`src/rtl/core/plcm_pkg.sv`:
```
// Shared constants and types for the colormap lookup unit.
package plcm_pkg;

    localparam int MAX_STOPS     = 64;
    localparam int POS_FRAC_BITS = 16;
    localparam int IDX_W         = 6;
    localparam int CNT_W         = 7;
    localparam int POS_W         = POS_FRAC_BITS + 1;
    localparam int SPOS_W        = POS_FRAC_BITS + 2;
    localparam int CH_W          = 8;
    localparam logic [POS_W-1:0] POS_ONE = POS_W'(1) << POS_FRAC_BITS;

    localparam logic REQ_WRITE  = 1'b0;
    localparam logic REQ_SAMPLE = 1'b1;

    typedef struct packed {
        logic [POS_W-1:0] pos;
        logic [CH_W-1:0]  red;
        logic [CH_W-1:0]  green;
        logic [CH_W-1:0]  blue;
    } t_stop;

    // Search token that walks the cell row.
    typedef struct packed {
        logic             vld;
        logic [POS_W-1:0] t;
        logic             found;
        logic             done;
        t_stop            lo;
        t_stop            hi;
    } t_tok;

endpackage

```
`src/rtl/core/plcm_lerp.sv`:
```
// Interpolation back end: bit-serial staged lerp per channel.
module plcm_lerp (
    input  logic            i_clk,
    input  logic            i_rst_n,
    input  plcm_pkg::t_tok  i_tok,
    output logic            o_vld,
    output logic [23:0]     o_rgb,
    input  logic            i_hold
);
    localparam int DW  = plcm_pkg::POS_W;
    localparam int NW  = DW + plcm_pkg::CH_W + 2;
    typedef enum logic [1:0] {S_IDLE, S_DIV, S_DONE} t_state;

    t_state            r_state;
    logic [DW-1:0]     r_den;
    logic [NW-1:0]     r_rem [3];
    logic              r_neg [3];
    logic [plcm_pkg::CH_W-1:0] r_c0 [3];
    logic [NW-1:0]     r_q [3];
    logic [4:0]        r_cnt;
    logic              r_plain;
    logic [23:0]       r_rgb;

    logic [plcm_pkg::CH_W-1:0] c0 [3];
    logic [plcm_pkg::CH_W-1:0] c1 [3];
    logic [DW-1:0]             dt;
    logic [DW-1:0]             den;
    logic [NW-1:0]             mag [3];
    logic [NW-1:0]             twice_num [3];

    assign c0[0] = i_tok.lo.red;   assign c1[0] = i_tok.hi.red;
    assign c0[1] = i_tok.lo.green; assign c1[1] = i_tok.hi.green;
    assign c0[2] = i_tok.lo.blue;  assign c1[2] = i_tok.hi.blue;
    assign dt  = i_tok.t - i_tok.lo.pos;
    assign den = i_tok.hi.pos - i_tok.lo.pos;

    always_comb begin
        for (int k = 0; k < 3; k++) begin
            if (c1[k] < c0[k]) mag[k] = NW'(c0[k] - c1[k]);
            else mag[k] = NW'(c1[k] - c0[k]);
            twice_num[k] = NW'(mag[k] * NW'(dt)) << 1;
        end
    end

    // restoring divide of |2*num|+-den by 2*den, one bit a cycle
    always_ff @(posedge i_clk) begin
        if (!i_rst_n) begin
            r_state <= S_IDLE;
        end else begin
            unique case (r_state)
                S_IDLE: begin
                    if (i_tok.vld) begin
                        r_plain <= (i_tok.hi.pos <= i_tok.lo.pos)
                                   || (i_tok.t <= i_tok.lo.pos);
                        r_den   <= den;
                        for (int k = 0; k < 3; k++) begin
                            r_c0[k]  <= c0[k];
                            r_neg[k] <= c1[k] < c0[k];
                            r_q[k]   <= '0;
                            // |num|*2 - den, floored at zero, or |num|*2 + den
                            if (c1[k] < c0[k])
                                r_rem[k] <= (twice_num[k] > NW'(den))
                                            ? twice_num[k] - NW'(den) : '0;
                            else
                                r_rem[k] <= twice_num[k] + NW'(den);
                        end
                        r_cnt   <= 5'(plcm_pkg::CH_W + 1);
                        r_state <= S_DIV;
                    end
                end
                S_DIV: begin
                    for (int k = 0; k < 3; k++) begin
                        if (r_rem[k] >= (NW'({r_den, 1'b0}) << r_cnt)) begin
                            r_rem[k] <= r_rem[k] - (NW'({r_den, 1'b0}) << r_cnt);
                            r_q[k]   <= r_q[k] | (NW'(1) << r_cnt);
                        end
                    end
                    if (r_cnt == '0) r_state <= S_DONE;
                    else r_cnt <= r_cnt - 5'd1;
                end
                S_DONE: begin
                    if (!i_hold) begin
                        for (int k = 0; k < 3; k++) begin
                            if (r_plain) r_rgb[8*(2-k) +: 8] <= r_c0[k];
                            // negative slope: floor(-(a-d)/2d) = -ceil((a-d)/2d)
                            else if (r_neg[k])
                                r_rgb[8*(2-k) +: 8] <= r_c0[k] - 8'(r_q[k])
                                    - 8'(r_rem[k] != '0);
                            else r_rgb[8*(2-k) +: 8] <= r_c0[k] + 8'(r_q[k]);
                        end
                        r_state <= S_IDLE;
                    end
                end
                default: r_state <= S_IDLE;
            endcase
        end
    end

    logic r_vld;
    always_ff @(posedge i_clk) begin
        if (!i_rst_n) r_vld <= 1'b0;
        else if (r_state == S_DONE && !i_hold) r_vld <= 1'b1;
        else if (!i_hold) r_vld <= 1'b0;
    end

    assign o_vld = r_vld;
    assign o_rgb = r_rgb;
endmodule

```
`config.mk`:
```
export PLATFORM = sky130hd
export DESIGN_NAME = plcm_lerp
export DESIGN_NICKNAME = d
export VERILOG_FILES = /design/src/rtl/core/plcm_pkg.sv /design/src/rtl/core/plcm_lerp.sv
export SDC_FILE = /design/constraint.sdc
export NUM_CORES = 2
export LEC_CHECK = 0
export ABC_AREA = 0
export BUFFER_PORTS_ARGS = -buffer_cell sky130_fd_sc_hd__buf_4
export CAP_MARGIN = 20
export CORE_UTILIZATION = 50
export CTS_CLUSTER_DIAMETER = 60
export CTS_CLUSTER_SIZE = 28
export DETAILED_ROUTE_END_ITERATION = 6
export GPL_TIMING_DRIVEN = 1
export MAX_ROUTING_LAYER = met4
export PLACE_DENSITY = 0.66
export SKIP_CTS_REPAIR_TIMING = 1
export SYNTH_ARGS = -nofsm -noshare
export SYNTH_HDL_FRONTEND = slang
export SYNTH_SLANG_ARGS = --single-unit
```
`constraint.sdc`:
```
create_clock -name i_clk -period 29.6 [get_ports i_clk]
set_clock_uncertainty 0.1 [all_clocks]
set_input_delay 5.92 -clock i_clk [delete_from_list [all_inputs] [get_ports i_clk]]
set_output_delay 5.92 -clock i_clk [all_outputs]
set_load 0.01 [all_outputs]
```
==> metrics <==
CP Capture Type flop; Rows 108; top_reg_cell synth edfxtp_1; Post-synth EDFFs 179; Final Util 54.52%; Fmax achieved 0.05860 GHz; Placer Congestion 0.9767; Tightest Pin Transition 1.227 ns; Final ANT Viol Nets 0; Die ar. 89810 um^2; Max-cap violations 0; Mean Syn Cell Area 8.654 um^2; synthesis-stage register bit count 182; initial antenna violation count 3; clk_lat worst skew 0.47 ns; RSZ-0062 raised after global routing no; Synth area leader fa_1; R2R Setup Slk 23.12 ns; port bufs 127; number of CTS-inserted buffers 17; final setup vio count 0; synth unique cells 98; Core ar. 87290 um^2; Hold Slack 0.3938 ns; vias in the first global route 35669; overall routing resource usage 30.63%; Hold WC Path Type reg -> reg; layout cell share with drive strength beyond 1 7.167%; Net count, final 6371; final period utilization 57.65%; Remaining DRCs 1; # clock sinks 182; max_slew headroom 17.92%; worst endpoint data arrival time 17.18 ns; final worst setup slack 12.54 ns; Synth warnings 0; crit-path max FO 23; grt ovf 0; kind of critical path in -> reg; Mapped Area 44310 um^2; DR vias 37325; Slew Viols, Final 0; startpoint type of the worst setup path input port; Root Buffer clkbuf_16; first-pass GRT wire length 206100 um; Crit-path slowest cell xor2_1; Detailed Routing Iterations Pass 1 7; routed wire length 133600 um; DIE HEIGHT 299.7 um; htree depth 4; top area cells in the synthesized netlist fa_1, ha_1, edfxtp_1; asr flop ratio synth 0%; fin crit period 17.06 ns; Reg-to-Reg Start r_cnt[1]; Largest stage delay, worst path 0.99 ns; die width 299.7 um; hold wc startpoint o_vld; IO Pins 130; clk slew on worst S/H paths 0.08 ns; vias per inst 5.856; CTS tree yes; outcome complete, but fails checks; Setup Slack @ Placement 12.35 ns; largest net degree at the start of global routing 50; clk buf depth 2; worst setup path startpoint i_tok[65]; failing checks DRC; Req. time, crit path 29.71 ns; share of the synthesized area in the top cell type 25.03%; DP HPWL 110800 um; Mapped Nets 6286; Final Hold Fails 0; Cells after Synth 5120; initial drt markers 3093; setup TNS 0 ns; Area Growth Syn to Fin 7.418%; Critical Path Most Common Cell fa_1; sequential area share after synthesis 12.27%; Wirelength per Cell 20.95 um; initial core utilization 50.76%
[layout make-up]
cell class | count | area [um^2]
inverter | 827 | 3104
multi-input combinational | 3952 | 35250
antenna | 1 | 2.502
sequential | 182 | 5435
clock buffer | 17 | 425.4
clock inverter | 15 | 193.9
timing repair buffer | 225 | 1737
fill | 8193 | 39700
tap | 1155 | 1445
[cells in the mapped netlist (10+ instances only)]
cell	count
a31oi_1	42
ha_1	507
or2_2	40
nor2b_1	61
nor4_1	36
a221oi_1	16
o31ai_1	23
edfxtp_1	179
a21o_1	116
xor2_1	100
fa_1	554
or3_1	28
a21boi_0	12
o221ai_1	18
mux2_2	19
mux2i_1	50
o211ai_1	31
o21a_1	39
nor3b_1	10
and4_1	11
o21bai_1	66
o22ai_1	26
a21oi_1	295
buf_2	14
a22oi_1	18
a211o_1	15
xnor2_1	217
a311oi_1	13
o2111ai_1	10
nand4_1	38
nand2b_1	110
nand3_1	61
nor3_1	87
nand3b_1	12
nor2_1	488
a211oi_1	55
and2_1	34
o21ai_0	175
buf_1	15
nand2_1	329
and3_1	29
inv_1	826
clkbuf_1	128
[per-stage QoR]
step                      instance area, um^2  std cells
after floorplan                         44310       5120
after global routing                    47590       6374
after CTS                               47510       6367
final                                   47590       6374
after detailed placement                46890       6335
after global placement                  46870       6334
[worst max-delay path, delay by kind of cell]
kind / cells / cell delay (ns)
adder cells (fa/ha/maj): 9 / 3.90
AO/OA/AOI/OAI: 14 / 4.37
multiplexers: 1 / 0.29
XOR/XNOR: 1 / 0.99
buffers and inverters: 4 / 0.65
AND/OR/NAND/NOR: 4 / 1.01
[registers in the layout (all words and copies together), names as in the netlist, 2 cells and up]
name and count:
o_rgb 24, r_c0 24, r_cnt 5, r_den 17, r_neg 3, r_q 24, r_rem 81, r_state 2
[metal layers]
layer	routed length, um	track usage (%)	vias up	share of wire, %
met4	5125	10.98	0	3.8
met1	59580	42.71	18341	45
li1	-	-	17439	-
met5	0	-	-	0
met2	59710	46.57	1318	45
met3	9145	2.689	227	6.8
[path summary, 6_finish.rpt]
check                  to  cells after the start
max reg2reg   r_rem[0][5]                     18
min reg2reg         o_vld                      1
max          r_rem[0][66]                     33
min                 o_vld                      1
[logic make-up after synthesis]
logic type / Yosys count / share of synthesized area [%]
compound gates: 1094 / 16.60
mux: 75 / 1.917
fa+ha+maj: 1061 / 39.35
flops: 182 / 12.27
xor+xnor: 317 / 6.266
simple gates: 1405 / 15.18
buf+inv: 986 / 8.427
[cell usage in the layout (no fill, tap or decap), drive strengths merged, types with 66 or more instances in the layout]
cell type	netlist	routed
a21o	116	116
xor2	100	100
a21oi	295	295
inv	826	830
xnor2	217	217
o21bai	66	66
nand2b	110	110
o21ai	183	183
nor3	88	88
fa	554	554
nor2	488	488
edfxtp	179	179
buf	31	225
nand2	329	329
ha	507	507
Power is not shown: default switching activity piles up to over one toggle a cycle in this logic, so the estimate is an artifact.
