`src/rtl/core/plcm_pkg.sv`:
```
// Shared constants and types for the colormap lookup unit.
package plcm_pkg;

    localparam int MAX_STOPS     = 64;
    localparam int POS_FRAC_BITS = 16;
    localparam int IDX_W         = 6;
    localparam int CNT_W         = 7;
    localparam int POS_W         = POS_FRAC_BITS + 1;
    localparam int SPOS_W        = POS_FRAC_BITS + 2;
    localparam int CH_W          = 8;
    localparam logic [POS_W-1:0] POS_ONE = POS_W'(1) << POS_FRAC_BITS;

    localparam logic REQ_WRITE  = 1'b0;
    localparam logic REQ_SAMPLE = 1'b1;

    typedef struct packed {
        logic [POS_W-1:0] pos;
        logic [CH_W-1:0]  red;
        logic [CH_W-1:0]  green;
        logic [CH_W-1:0]  blue;
    } t_stop;

    // Search token that walks the cell row.
    typedef struct packed {
        logic             vld;
        logic [POS_W-1:0] t;
        logic             found;
        logic             done;
        t_stop            lo;
        t_stop            hi;
    } t_tok;

endpackage

```
`src/rtl/core/plcm_cell.sv`:
```
// One stop cell: holds a stop and refines a passing search token.
module plcm_cell (
    input  logic                             i_clk,
    input  logic                             i_rst_n,
    input  logic                             i_wr,
    input  plcm_pkg::t_stop                  i_stop,
    input  logic                             i_active,
    input  logic                             i_first,
    input  logic                             i_last,
    input  plcm_pkg::t_tok                   i_tok,
    output plcm_pkg::t_tok                   o_tok
);
    plcm_pkg::t_stop r_stop;
    plcm_pkg::t_tok  r_tok;
    plcm_pkg::t_tok  n_tok;

    always_comb begin
        n_tok = i_tok;
        if (i_tok.vld && !i_tok.done && i_active) begin
            if (i_first) begin
                n_tok.lo = r_stop;
                n_tok.hi = r_stop;
                if (i_tok.t <= r_stop.pos) n_tok.done = 1'b1;
            end else if (i_last && i_tok.t >= r_stop.pos) begin
                // at or above the last stop: give its color
                n_tok.lo   = r_stop;
                n_tok.hi   = r_stop;
                n_tok.done = 1'b1;
            end else if (!i_tok.found) begin
                if (i_last || i_tok.t <= r_stop.pos) begin
                    n_tok.hi    = r_stop;
                    n_tok.found = 1'b1;
                end else begin
                    n_tok.lo = r_stop;
                end
            end
        end
    end

    always_ff @(posedge i_clk) begin
        if (i_wr) r_stop <= i_stop;
    end

    always_ff @(posedge i_clk) begin
        if (!i_rst_n) r_tok <= '0;
        else r_tok <= n_tok;
    end

    assign o_tok = r_tok;
endmodule

```
`config.mk`:
```
export PLATFORM = sky130hd
export DESIGN_NAME = plcm_cell
export DESIGN_NICKNAME = d
export VERILOG_FILES = /design/src/rtl/core/plcm_pkg.sv /design/src/rtl/core/plcm_cell.sv
export SDC_FILE = /design/constraint.sdc
export NUM_CORES = 1
export LEC_CHECK = 0
export BUFFER_PORTS_ARGS = -buffer_cell sky130_fd_sc_hd__buf_2
export CORE_AREA = 8 8 133 110
export DETAILED_ROUTE_END_ITERATION = 8
export DIE_AREA = 0 0 141 118
export HOLD_SLACK_MARGIN = 0.02
export PLACE_DENSITY = 0.85
export SLEW_MARGIN = 20
export SYNTH_ARGS = -nofsm -noshare
export SYNTH_HDL_FRONTEND = slang
export SYNTH_SLANG_ARGS = --single-unit
```
`constraint.sdc`:
```
create_clock -name i_clk -period 3.08 [get_ports i_clk]
set_input_delay 0.616 -clock i_clk [delete_from_list [all_inputs] [get_ports i_clk]]
set_output_delay 0.616 -clock i_clk [all_outputs]
set_load 0.005 [all_outputs]
```
==> reports/metrics.csv, run 1 <==
metric,value,unit
synthesized flop and latch total,143,
"commonest non-fill, non-tap cells in the layout","249 x buf_2, 130 x nand2_1, 102 x dfxtp_1",
post-CTS setup buffer count,0,
Hold Crit Class,in -> reg,
Slew Limit Headroom,62.60,%
pwr dens,621.2,nW/um^2
Net Switching,1052,uW
layout cell share with drive strength beyond 1,39.84,%
total gr overflow,0,
total power,4641,uW
final cycle utilization of the critical path,87.51,%
Setup TNS,0,ns
CP Launch Type,register,
largest net degree at the start of global routing,57,
Synth cell types,34,
Sinks on Clock Net,143,
die width,141,um
"most common cell after layout, fill and taps aside",buf_2,
clock share of power,43.2,%
Internal,3589,uW
post-synthesis cell count,472,
Initial Util,43.58,%
status,finished clean,
R2R Setup Slk,0.38,ns
Critical Path AT,3.02,ns
net count reported at finish,891,
combinational power share,11.1,%
IO Count,251,
clk_lat worst skew,0.40,ns
WL met2,7416,um
Fin. Hold Viols,0,
Synth top area share,37.35,%
RSZ-0062 raised after global routing,no,
DR WL/cell,16.37,um
Synth area leader,dfxtp_1,
CTS resizes,0,
ANT nets after route,0,
Bufs on Longest Clock Path,2,
Syn-to-layout area delta,36.64,%
Ant. Diodes,0,
Hold Crit Depth,1,
Core Area,12550,sq um
CTS tree,done,
first-pass GRT wire length,22950,um
"Avg Cell Area, Syn",11.58,sq um
Worst-path clk slew,0.06,ns
vias in the first global route,4499,
Metal-1 WL,5727,um
Setup CP Type,reg -> reg,
routed vias/inst,4.558,
die footprint,16640,sq um
Worst Path Required,3.41,ns
Via Count,4161,
Sw Ratio,22.66,%
metal3 WL,1617,um
Yosys Warn Count,0,
routability congestion estimate,0.7971,
1st-iter DRT viols,162,
final instance area,7471,sq um
P_leak,0.004109,uW
Reg2Reg Depth,9,
# DRC,0,
FF-to-FF End,o_tok[64],
Worst Hold Path EP,r_stop[11],
Slew Limit Fails,0,
Core Rows,37,
synth top area cells,"dfxtp_1 37%, edfxtp_1 23%, mux2i_1 15%, nand2_1 8.9%, ha_1 3.9%",
PortBufs,250,
post-route minimum period,2.695,ns
First-pass DRT Iterations,4,
post-synthesis cell area,5468,sq um
clock root cell,clkbuf_16,
initial antenna violation count,1,
VDD IR max,0.3327,mV
Seq pwr share,45.6,%
Inserted Clock Buffers,17,
GRT Total Usage,17.64,%
Fin Hold WS,0.3867,ns
Area after DPL,6892,sq um
die outline height,118,um
Hold Crit Start,i_stop[11],
max_cap viols,0,
top layer in use,met5,
post-DP HPWL,11580,um
worst r2r src,r_stop[32],
Clock Skew,0.007929,ns
syn_nets,638,
Total Wirelength,14950,um
cts hold-fix bufs,0,
Tightest Pin Transition,0.5610,ns
htree depth,4,
Max Freq,0.3710,GHz
sequential share of the synthesized area,59.86,%
CP max FO,23,
Util after Layout,59.55,%
final setup fails,0,
CP Capture Type,register,
-- per-stage QoR --
step           std cells  setup WS, ns
2_1_floorplan        472        0.4963
3_3_place_gp         881        0.1717
3_5_place_dp         881        0.1088
4_1_cts              913        0.3527
5_1_grt              913        0.2451
6_report             913        0.3848
-- kinds of logic after synthesis --
| family | share of synthesized area (%) |
|---|---|
| compound gates | 3.410 |
| xor+xnor | 0.1602 |
| flops | 59.86 |
| fa+ha+maj | 3.890 |
| simple gates | 13.07 |
| buf+inv | 4.188 |
| mux | 15.42 |
-- state kept, by name, summed over array words and instances (netlist names) --
name    count
o_tok     102
r_stop     41
-- Yosys cell counts --
library cell and n:
nor4_4 1, o31a_1 1, and3_1 1, o21ai_0 2
xnor2_1 1, buf_6 8, clkbuf_1 17, and3b_1 1
a221oi_2 1, a2111oi_4 1, and2_1 18, inv_2 1
ha_1 17, dfxtp_1 102, a21o_1 3, a31oi_1 1
nor3_1 2, nand2_1 130, nand4_1 2, nand4b_1 1
a22o_1 1, nand3b_1 1, mux2i_4 1, inv_1 19
o211ai_4 1, mux2i_1 82, and4_1 1, o311ai_4 1
nor2_1 3, a21oi_1 6, edfxtp_1 41, o21ai_1 2
nand4_2 1, nor2b_1 1
-- how the worst max path moves through the flow --
| stage | start | to | cells past startpoint |
|---|---|---|---|
| detailed placement | i_tok[92] | o_tok[47] | 9 |
| global placement | i_tok[100] | o_tok[28] | 9 |
| floorplan | i_tok[92] | o_tok[41] | 8 |
| global route | r_stop[40] | o_tok[64] | 10 |
| CTS | r_stop[32] | o_tok[47] | 9 |
| finish | r_stop[32] | o_tok[64] | 9 |
-- final cells by class --
class	count	area, sq um
clock inverters	13	146.4
inverters	20	75.07
repair buffers	259	1359
multi-input cells	284	1966
clock buffers	19	432.9
fillers	1040	5075
well taps	175	219.0
flip-flops and latches	143	3273
-- worst max-delay path, cell delays in order (launching register included) --
cell	delay, ns
edfxtp_1	0.43
inv_1	0.08
ha_1	0.24
a21oi_1	0.16
o21ai_1	0.12
a2111oi_4	0.46
o211ai_4	0.20
o311ai_4	0.41
buf_12	0.26
mux2i_1	0.22
-- power groups by stage --
stage / logic [uW] / registers (uW) / clock network [uW]
detailed placement: 523 / 2160 / 0
global route: 572 / 2130 / 2130
CTS: 527 / 2120 / 2050
finish: 517 / 2120 / 2010
floorplan: 241 / 2170 / 0
global placement: 511 / 2150 / 0
-- metal layers --
layer | global-route usage, % | vias up
li1 | - | 2092
met1 | 17.34 | 1886
met2 | 31.18 | 163
met3 | 9.120 | 18
met4 | 6.233 | 2
met5 | 0 | -
Note: power is estimated with default switching activity, not from simulation.
==> run 2: changes to the inputs <==
Settings changed: CORE_AREA 8 8 133 110 to 2 2 127 104, DIE_AREA 0 0 141 118 to 0 0 129 106, PLACE_DENSITY 0.85 to 0.84.
Clock period 3.08 ns to 3.2 ns, I/O delays scaled along.
==> run 2 against run 1 <==
Count of clock-buffer cells in the layout unchanged. Highest routed layer unchanged. Clock skew increased by 0.00052 ns. Critical path depth unchanged. Via count increased by 1.2%. Power increased by 0.40%. Wire length decreased by 11%.
==> reports/metrics.csv, run 2 (synthesis results as in run 1) <==
metric,value,unit,change
max_cap viols,0,,unchanged
Worst-path clk slew,0.06,ns,about the same
post-DP HPWL,9975,um,-14%
RSZ-0062 raised after global routing,no,,
worst r2r src,r_stop[38],,
crit path from,r_stop[38],,
Critical Path End,o_tok[62],,
ANT nets after route,0,,unchanged
Sinks on Clock Net,143,,unchanged
pwr dens,618.8,nW/um^2,-0.39%
"non-filler cells, final",911,,-0.22%
clock share of power,45.7,%,+2.5 points
P_leak,0.004120,uW,+0.29%
slowest cell delay on critical path,0.47,ns,about the same
Area after DPL,6882,sq um,-0.15%
Core Area,12550,sq um,unchanged
Reg2Reg Depth,9,,unchanged
Critical Path AT,3.01,ns,about the same
layout cell share with drive strength beyond 1,39.86,%,about the same
CTS tree,done,,
Internal,3630,uW,+1.1%
Initial Util,43.58,%,unchanged
VDD IR max,0.3552,mV,+6.8%
post-route minimum period,2.682,ns,-0.01370 ns
net count reported at finish,888,,-0.34%
Setup CP Type,reg -> reg,,
Max Freq,0.3729,GHz,+0.51%
total gr overflow,0,,unchanged
placed cell count,878,,-0.34%
clock root cell,clkbuf_16,,
CP Capture Type,register,,
Fin. Hold Viols,0,,unchanged
Clock Skew,0.008451,ns,+0.0005217 ns
initial antenna violation count,2,,+1
die outline height,106,um,-10%
# DRC,0,,unchanged
die footprint,13670,sq um,-18%
Tightest Pin Transition,1.017,ns,+0.4565 ns
htree depth,4,,unchanged
clk_lat worst skew,0.40,ns,about the same
CP Launch Type,register,,
final cycle utilization of the critical path,83.80,%,-3.7 points
Hold Crit Class,in -> reg,,
"commonest non-fill, non-tap cells in the layout","249 x buf_2, 130 x nand2_1, 102 x dfxtp_1",,
vias in the first global route,4180,,-7.1%
die width,129,um,-8.5%
final setup fails,0,,unchanged
Worst Path Required,3.53,ns,+0.12 ns
"most common cell after layout, fill and taps aside",buf_2,,
routed vias/inst,4.620,,+1.4%
First-pass DRT Iterations,4,,unchanged
GRT Total Usage,19.87,%,+2.2 points
combinational power share,10.5,%,-0.6 points
Worst path slowest cell,o21ai_0,,
routability congestion estimate,0.8089,,+1.5%
max reg flops,102,,unchanged
PortBufs,250,,unchanged
R2R Setup Slk,0.52,ns,+0.13 ns
Net Switching,1029,uW,-2.1%
first-pass GRT wire length,20810,um,-9.3%
Slew Limit Headroom,32.17,%,-30 points
Syn-to-layout area delta,37.71,%,
Fin Hold WS,0.4082,ns,+0.02152 ns
Setup TNS,0,ns,unchanged
"critical path, cell by cell",inv_1 > ha_1 > a21oi_1 > nor2b_1 > o21ai_0 > o211ai_4 > o311ai_4 > buf_4 > mux2i_1,,
CTS resizes,0,,unchanged
Core Rows,37,,unchanged
1st-iter DRT viols,120,,-26%
FF-to-FF End,o_tok[62],,
cts hold-fix bufs,0,,unchanged
DR WL/cell,14.60,um,-11%
Sw Ratio,22.09,%,-0.57 points
status,finished clean,,
Seq pwr share,43.8,%,-1.8 points
Util after Layout,60.02,%,+0.47 points
IO Count,251,,unchanged
Via Count,4209,,+1.2%
Slew Limit Fails,0,,unchanged
Total Wirelength,13310,um,-11%
post-CTS setup buffer count,0,,unchanged
Inserted Clock Buffers,17,,unchanged
largest net degree at the start of global routing,63,,+11%
Bufs on Longest Clock Path,2,,unchanged
final instance area,7530,sq um,+0.79%
CP max FO,17,,-26%
==> run 2: cell types whose count changed in the layout (fill, tap and decap cells not counted) <==
cell        previous run  this run
clkinv_2               4         0
clkinvlp_4             1         2
clkinv_1               3         1
clkinv_4               2         4
buf_12                 3         4
diode_2                0         1
inv_6                  0         1
bufinv_16              3         5
buf_4                  7         3
==> run 2: stage by stage <==
stage | setup WS [ns] | total power, uW
2_1_floorplan | 0.5923 | 2317
3_3_place_gp | 0.2585 | 2560
3_5_place_dp | 0.1805 | 2574
4_1_cts | 0.4846 | 4708
5_1_grt | 0.3217 | 4851
6_report | 0.5185 | 4659
==> run 2: worst min path at each step <==
stage,cells after the start,slack [ns],end,from
final,1,0.41,r_stop[13],i_stop[13]
after global routing,1,0.38,r_stop[36],i_stop[36]
after CTS,1,0.39,r_stop[13],i_stop[13]
after detailed placement,2,0.51,o_tok[3],r_stop[3]
after global placement,2,0.50,o_tok[61],r_stop[20]
after floorplan,2,0.49,o_tok[0],r_stop[0]
==> run 2: critical path: cells and delay by family (launching register included) <==
kind                       cells  cell delay (ns)
adders and majority gates      1             0.25
DFF                            1             0.41
and+or+nand+nor                1             0.06
muxes                          1             0.24
buffers and inverters          2             0.45
AOI/OAI and AO/OA              4             1.18
==> run 2: routing by layer <==
layer / global-route usage [%] / part of all wire (%)
met5: 0 / 0.098
met4: 7.764 / 1.6
met3: 6.241 / 7.8
met2: 34.09 / 48
met1: 23.14 / 42
==> run 2: power by group through the flow <==
stage	Clock, uW	Combinational [uW]	Sequential [uW]
floorplan	0	232	2080
global placement	0	486	2070
detailed placement	0	497	2080
CTS	2170	499	2040
global route	2250	550	2050
finish	2130	490	2040
==> run 2: final cells by class <==
cell class                 instances  area [sq um]
fill                            1059          5016
sequential                       143          3273
multi-input combinational        284          1966
timing repair buffer             256          1349
clock buffer                      19         432.9
tap                              175         219.0
clock inverter                    13         212.7
inverter                          20         75.07
antenna                            1         2.502
==> run 3: changes to the inputs <==
Clock period 3.2 ns to 2.6 ns, I/O delays scaled along.
==> run 3 against run 2 <==
Via count increased by 4.6%. Sequential power increased by 23%. First-iteration DRC count increased by 23%. Worst setup slack got worse by 0.45 ns. Sequential share of layout area decreased by 2.7 points. Non-clock buffer count increased by 31. Clock power increased by 12%. Largest power group is now registers. Highest routed layer unchanged.
==> reports/metrics.csv, run 3 (synthesis results as in run 1) <==
metric,value,unit,change
placed cell count,891,,+1.5%
FF-to-FF End,o_tok[38],,
Worst Path Required,2.93,ns,-0.60 ns
ANT nets after route,0,,unchanged
Slew Limit Headroom,62.44,%,+30 points
Worst path slowest cell,edfxtp_1,,
Max Freq,0.3956,GHz,+6.1%
routability congestion estimate,0.8511,,+5.2%
die width,129,um,unchanged
CTS tree,done,,
largest net degree at the start of global routing,62,,-1.6%
die footprint,13670,sq um,unchanged
post-route minimum period,2.528,ns,-0.1539 ns
max reg flops,102,,unchanged
total gr overflow,0,,unchanged
pwr dens,702.0,nW/um^2,+13%
"most common cell after layout, fill and taps aside",buf_2,,
Hold Crit Class,in -> reg,,
Worst-path clk slew,0.06,ns,about the same
Sinks on Clock Net,143,,unchanged
"critical path, cell by cell",inv_1 > ha_1 > nand4_1 > nor4_4 > inv_2 > o211ai_4 > mux2i_4 > buf_12 > clkbuf_16 > mux2i_1,,
RSZ-0062 raised after global routing,yes,,
CP Capture Type,register,,
Setup CP Type,reg -> reg,,
Worst Path Buf+Inv,4,,+2
Inserted Clock Buffers,17,,unchanged
Via Count,4404,,+4.6%
post-DP HPWL,10360,um,+3.8%
max_cap viols,0,,unchanged
total power,5641,uW,+21%
metal3 WL,1132,um,+9.4%
Core Area,12550,sq um,unchanged
Reg2Reg Depth,10,,+1
# DRC,0,,unchanged
Total Wirelength,14980,um,+13%
htree depth,4,,unchanged
Slew Limit Fails,0,,unchanged
DR WL/cell,15.92,um,+9.0%
first-pass GRT wire length,21230,um,+2.0%
Hold Crit Depth,1,,unchanged
Worst Hold Path EP,r_stop[36],,
cts hold-fix bufs,0,,unchanged
layout cell share with drive strength beyond 1,45.82,%,+6.0 points
clk_lat worst skew,0.41,ns,about the same
final setup fails,0,,unchanged
PortBufs,250,,unchanged
Metal-1 WL,6242,um,+12%
Syn-to-layout area delta,46.96,%,
vias in the first global route,4386,,+4.9%
slowest cell delay on critical path,0.36,ns,-0.11 ns
First-pass DRT Iterations,4,,unchanged
Critical Path AT,2.86,ns,-0.15 ns
IO Count,251,,unchanged
initial antenna violation count,1,,-1
final cycle utilization of the critical path,97.22,%,+13 points
P_leak,0.004315,uW,+4.7%
R2R Setup Slk,0.07,ns,-0.45 ns
worst r2r src,r_stop[30],,
Bufs on Longest Clock Path,2,,unchanged
"non-filler cells, final",941,,+3.3%
1st-iter DRT viols,147,,+23%
Tightest Pin Transition,0.5634,ns,-0.4541 ns
Clock Skew,0.009466,ns,+0.001015 ns
Fin. Hold Viols,0,,unchanged
clock root cell,clkbuf_16,,
GRT Total Usage,20.24,%,+0.37 points
net count reported at finish,919,,+3.5%
"commonest non-fill, non-tap cells in the layout","249 x buf_2, 128 x nand2_1, 102 x dfxtp_1",,
Hold Crit Start,i_stop[36],,
Core Rows,37,,unchanged
WL met2,7317,um,+13%
VDD IR max,0.4867,mV,+37%
top layer in use,met5,,
Top delay family on crit path,simple AND/OR/NAND/NOR gates,,
CP Launch Type,register,,
status,finished clean,,
Initial Util,43.58,%,unchanged
routed vias/inst,4.680,,+1.3%
CP max FO,8,,-9
Ant. Diodes,0,,-1
die outline height,106,um,unchanged
run 3: repair_timing:
| item | CTS | global route |
|---|---|---|
| setup endpoints to repair | 18 | 77 |
| setup buffers | 3 | 9 |
| gates resized for setup | 0 | 33 |
| pin swaps | 2 | 14 |
| gates cloned | 0 | 6 |
run 3: power breakdown:
group | switching (uW) | internal (uW) | leakage [uW] | total [uW]
logic | 360 | 384 | 0.00279 | 744
registers | 48.4 | 2460 | 0.00125 | 2510
clock network | 947 | 1440 | 0.000273 | 2390
total | 1360 | 4280 | 0.00432 | 5640
run 3: cell type report:
class,instances,area (sq um)
clock buffers,22,486.7
clock inverters,10,103.9
fillers,1005,4511
inverters,20,75.07
multi-input cells,284,2147
flip-flops and latches,143,3273
well taps,175,219.0
repair buffers,287,1730
run 3: through the flow:
stage	setup slack [ns]	util (%)	hold WS [ns]	setup TNS [ns]	area (sq um)
global route	-0.02689	64.05	0.2651	-0.05129	8035
global placement	-0.1693	55.93	0.5043	-8.782	7017
finish	0.07232	64.05	0.2841	0	8035
floorplan	0.1123	-	0.4916	0	5468
detailed placement	-0.2415	55.93	0.5071	-13.29	7017
CTS	-0.0006017	60.82	0.2676	-0.001057	7630
run 3: worst max path at each step:
stage / cells past startpoint / end / from
floorplan: 8 / o_tok[41] / i_tok[92]
global placement: 10 / o_tok[65] / i_tok[92]
detailed placement: 10 / o_tok[55] / i_tok[90]
CTS: 10 / o_tok[55] / r_stop[40]
global route: 10 / o_tok[22] / r_stop[31]
finish: 10 / o_tok[38] / r_stop[30]
run 3: per-layer routing:
metal	track usage, %	up-vias
met1	22.55	2057
li1	-	2141
met5	0	-
met2	35.45	179
met4	7.220	2
met3	7.398	25
run 3: worst register-to-register path: stages (launching register included):
cell	delay, ns
edfxtp_1	0.36
inv_1	0.06
ha_1	0.30
nand4_1	0.16
nor4_4	0.36
inv_2	0.08
o211ai_4	0.28
mux2i_4	0.32
buf_12	0.16
clkbuf_16	0.18
mux2i_1	0.21
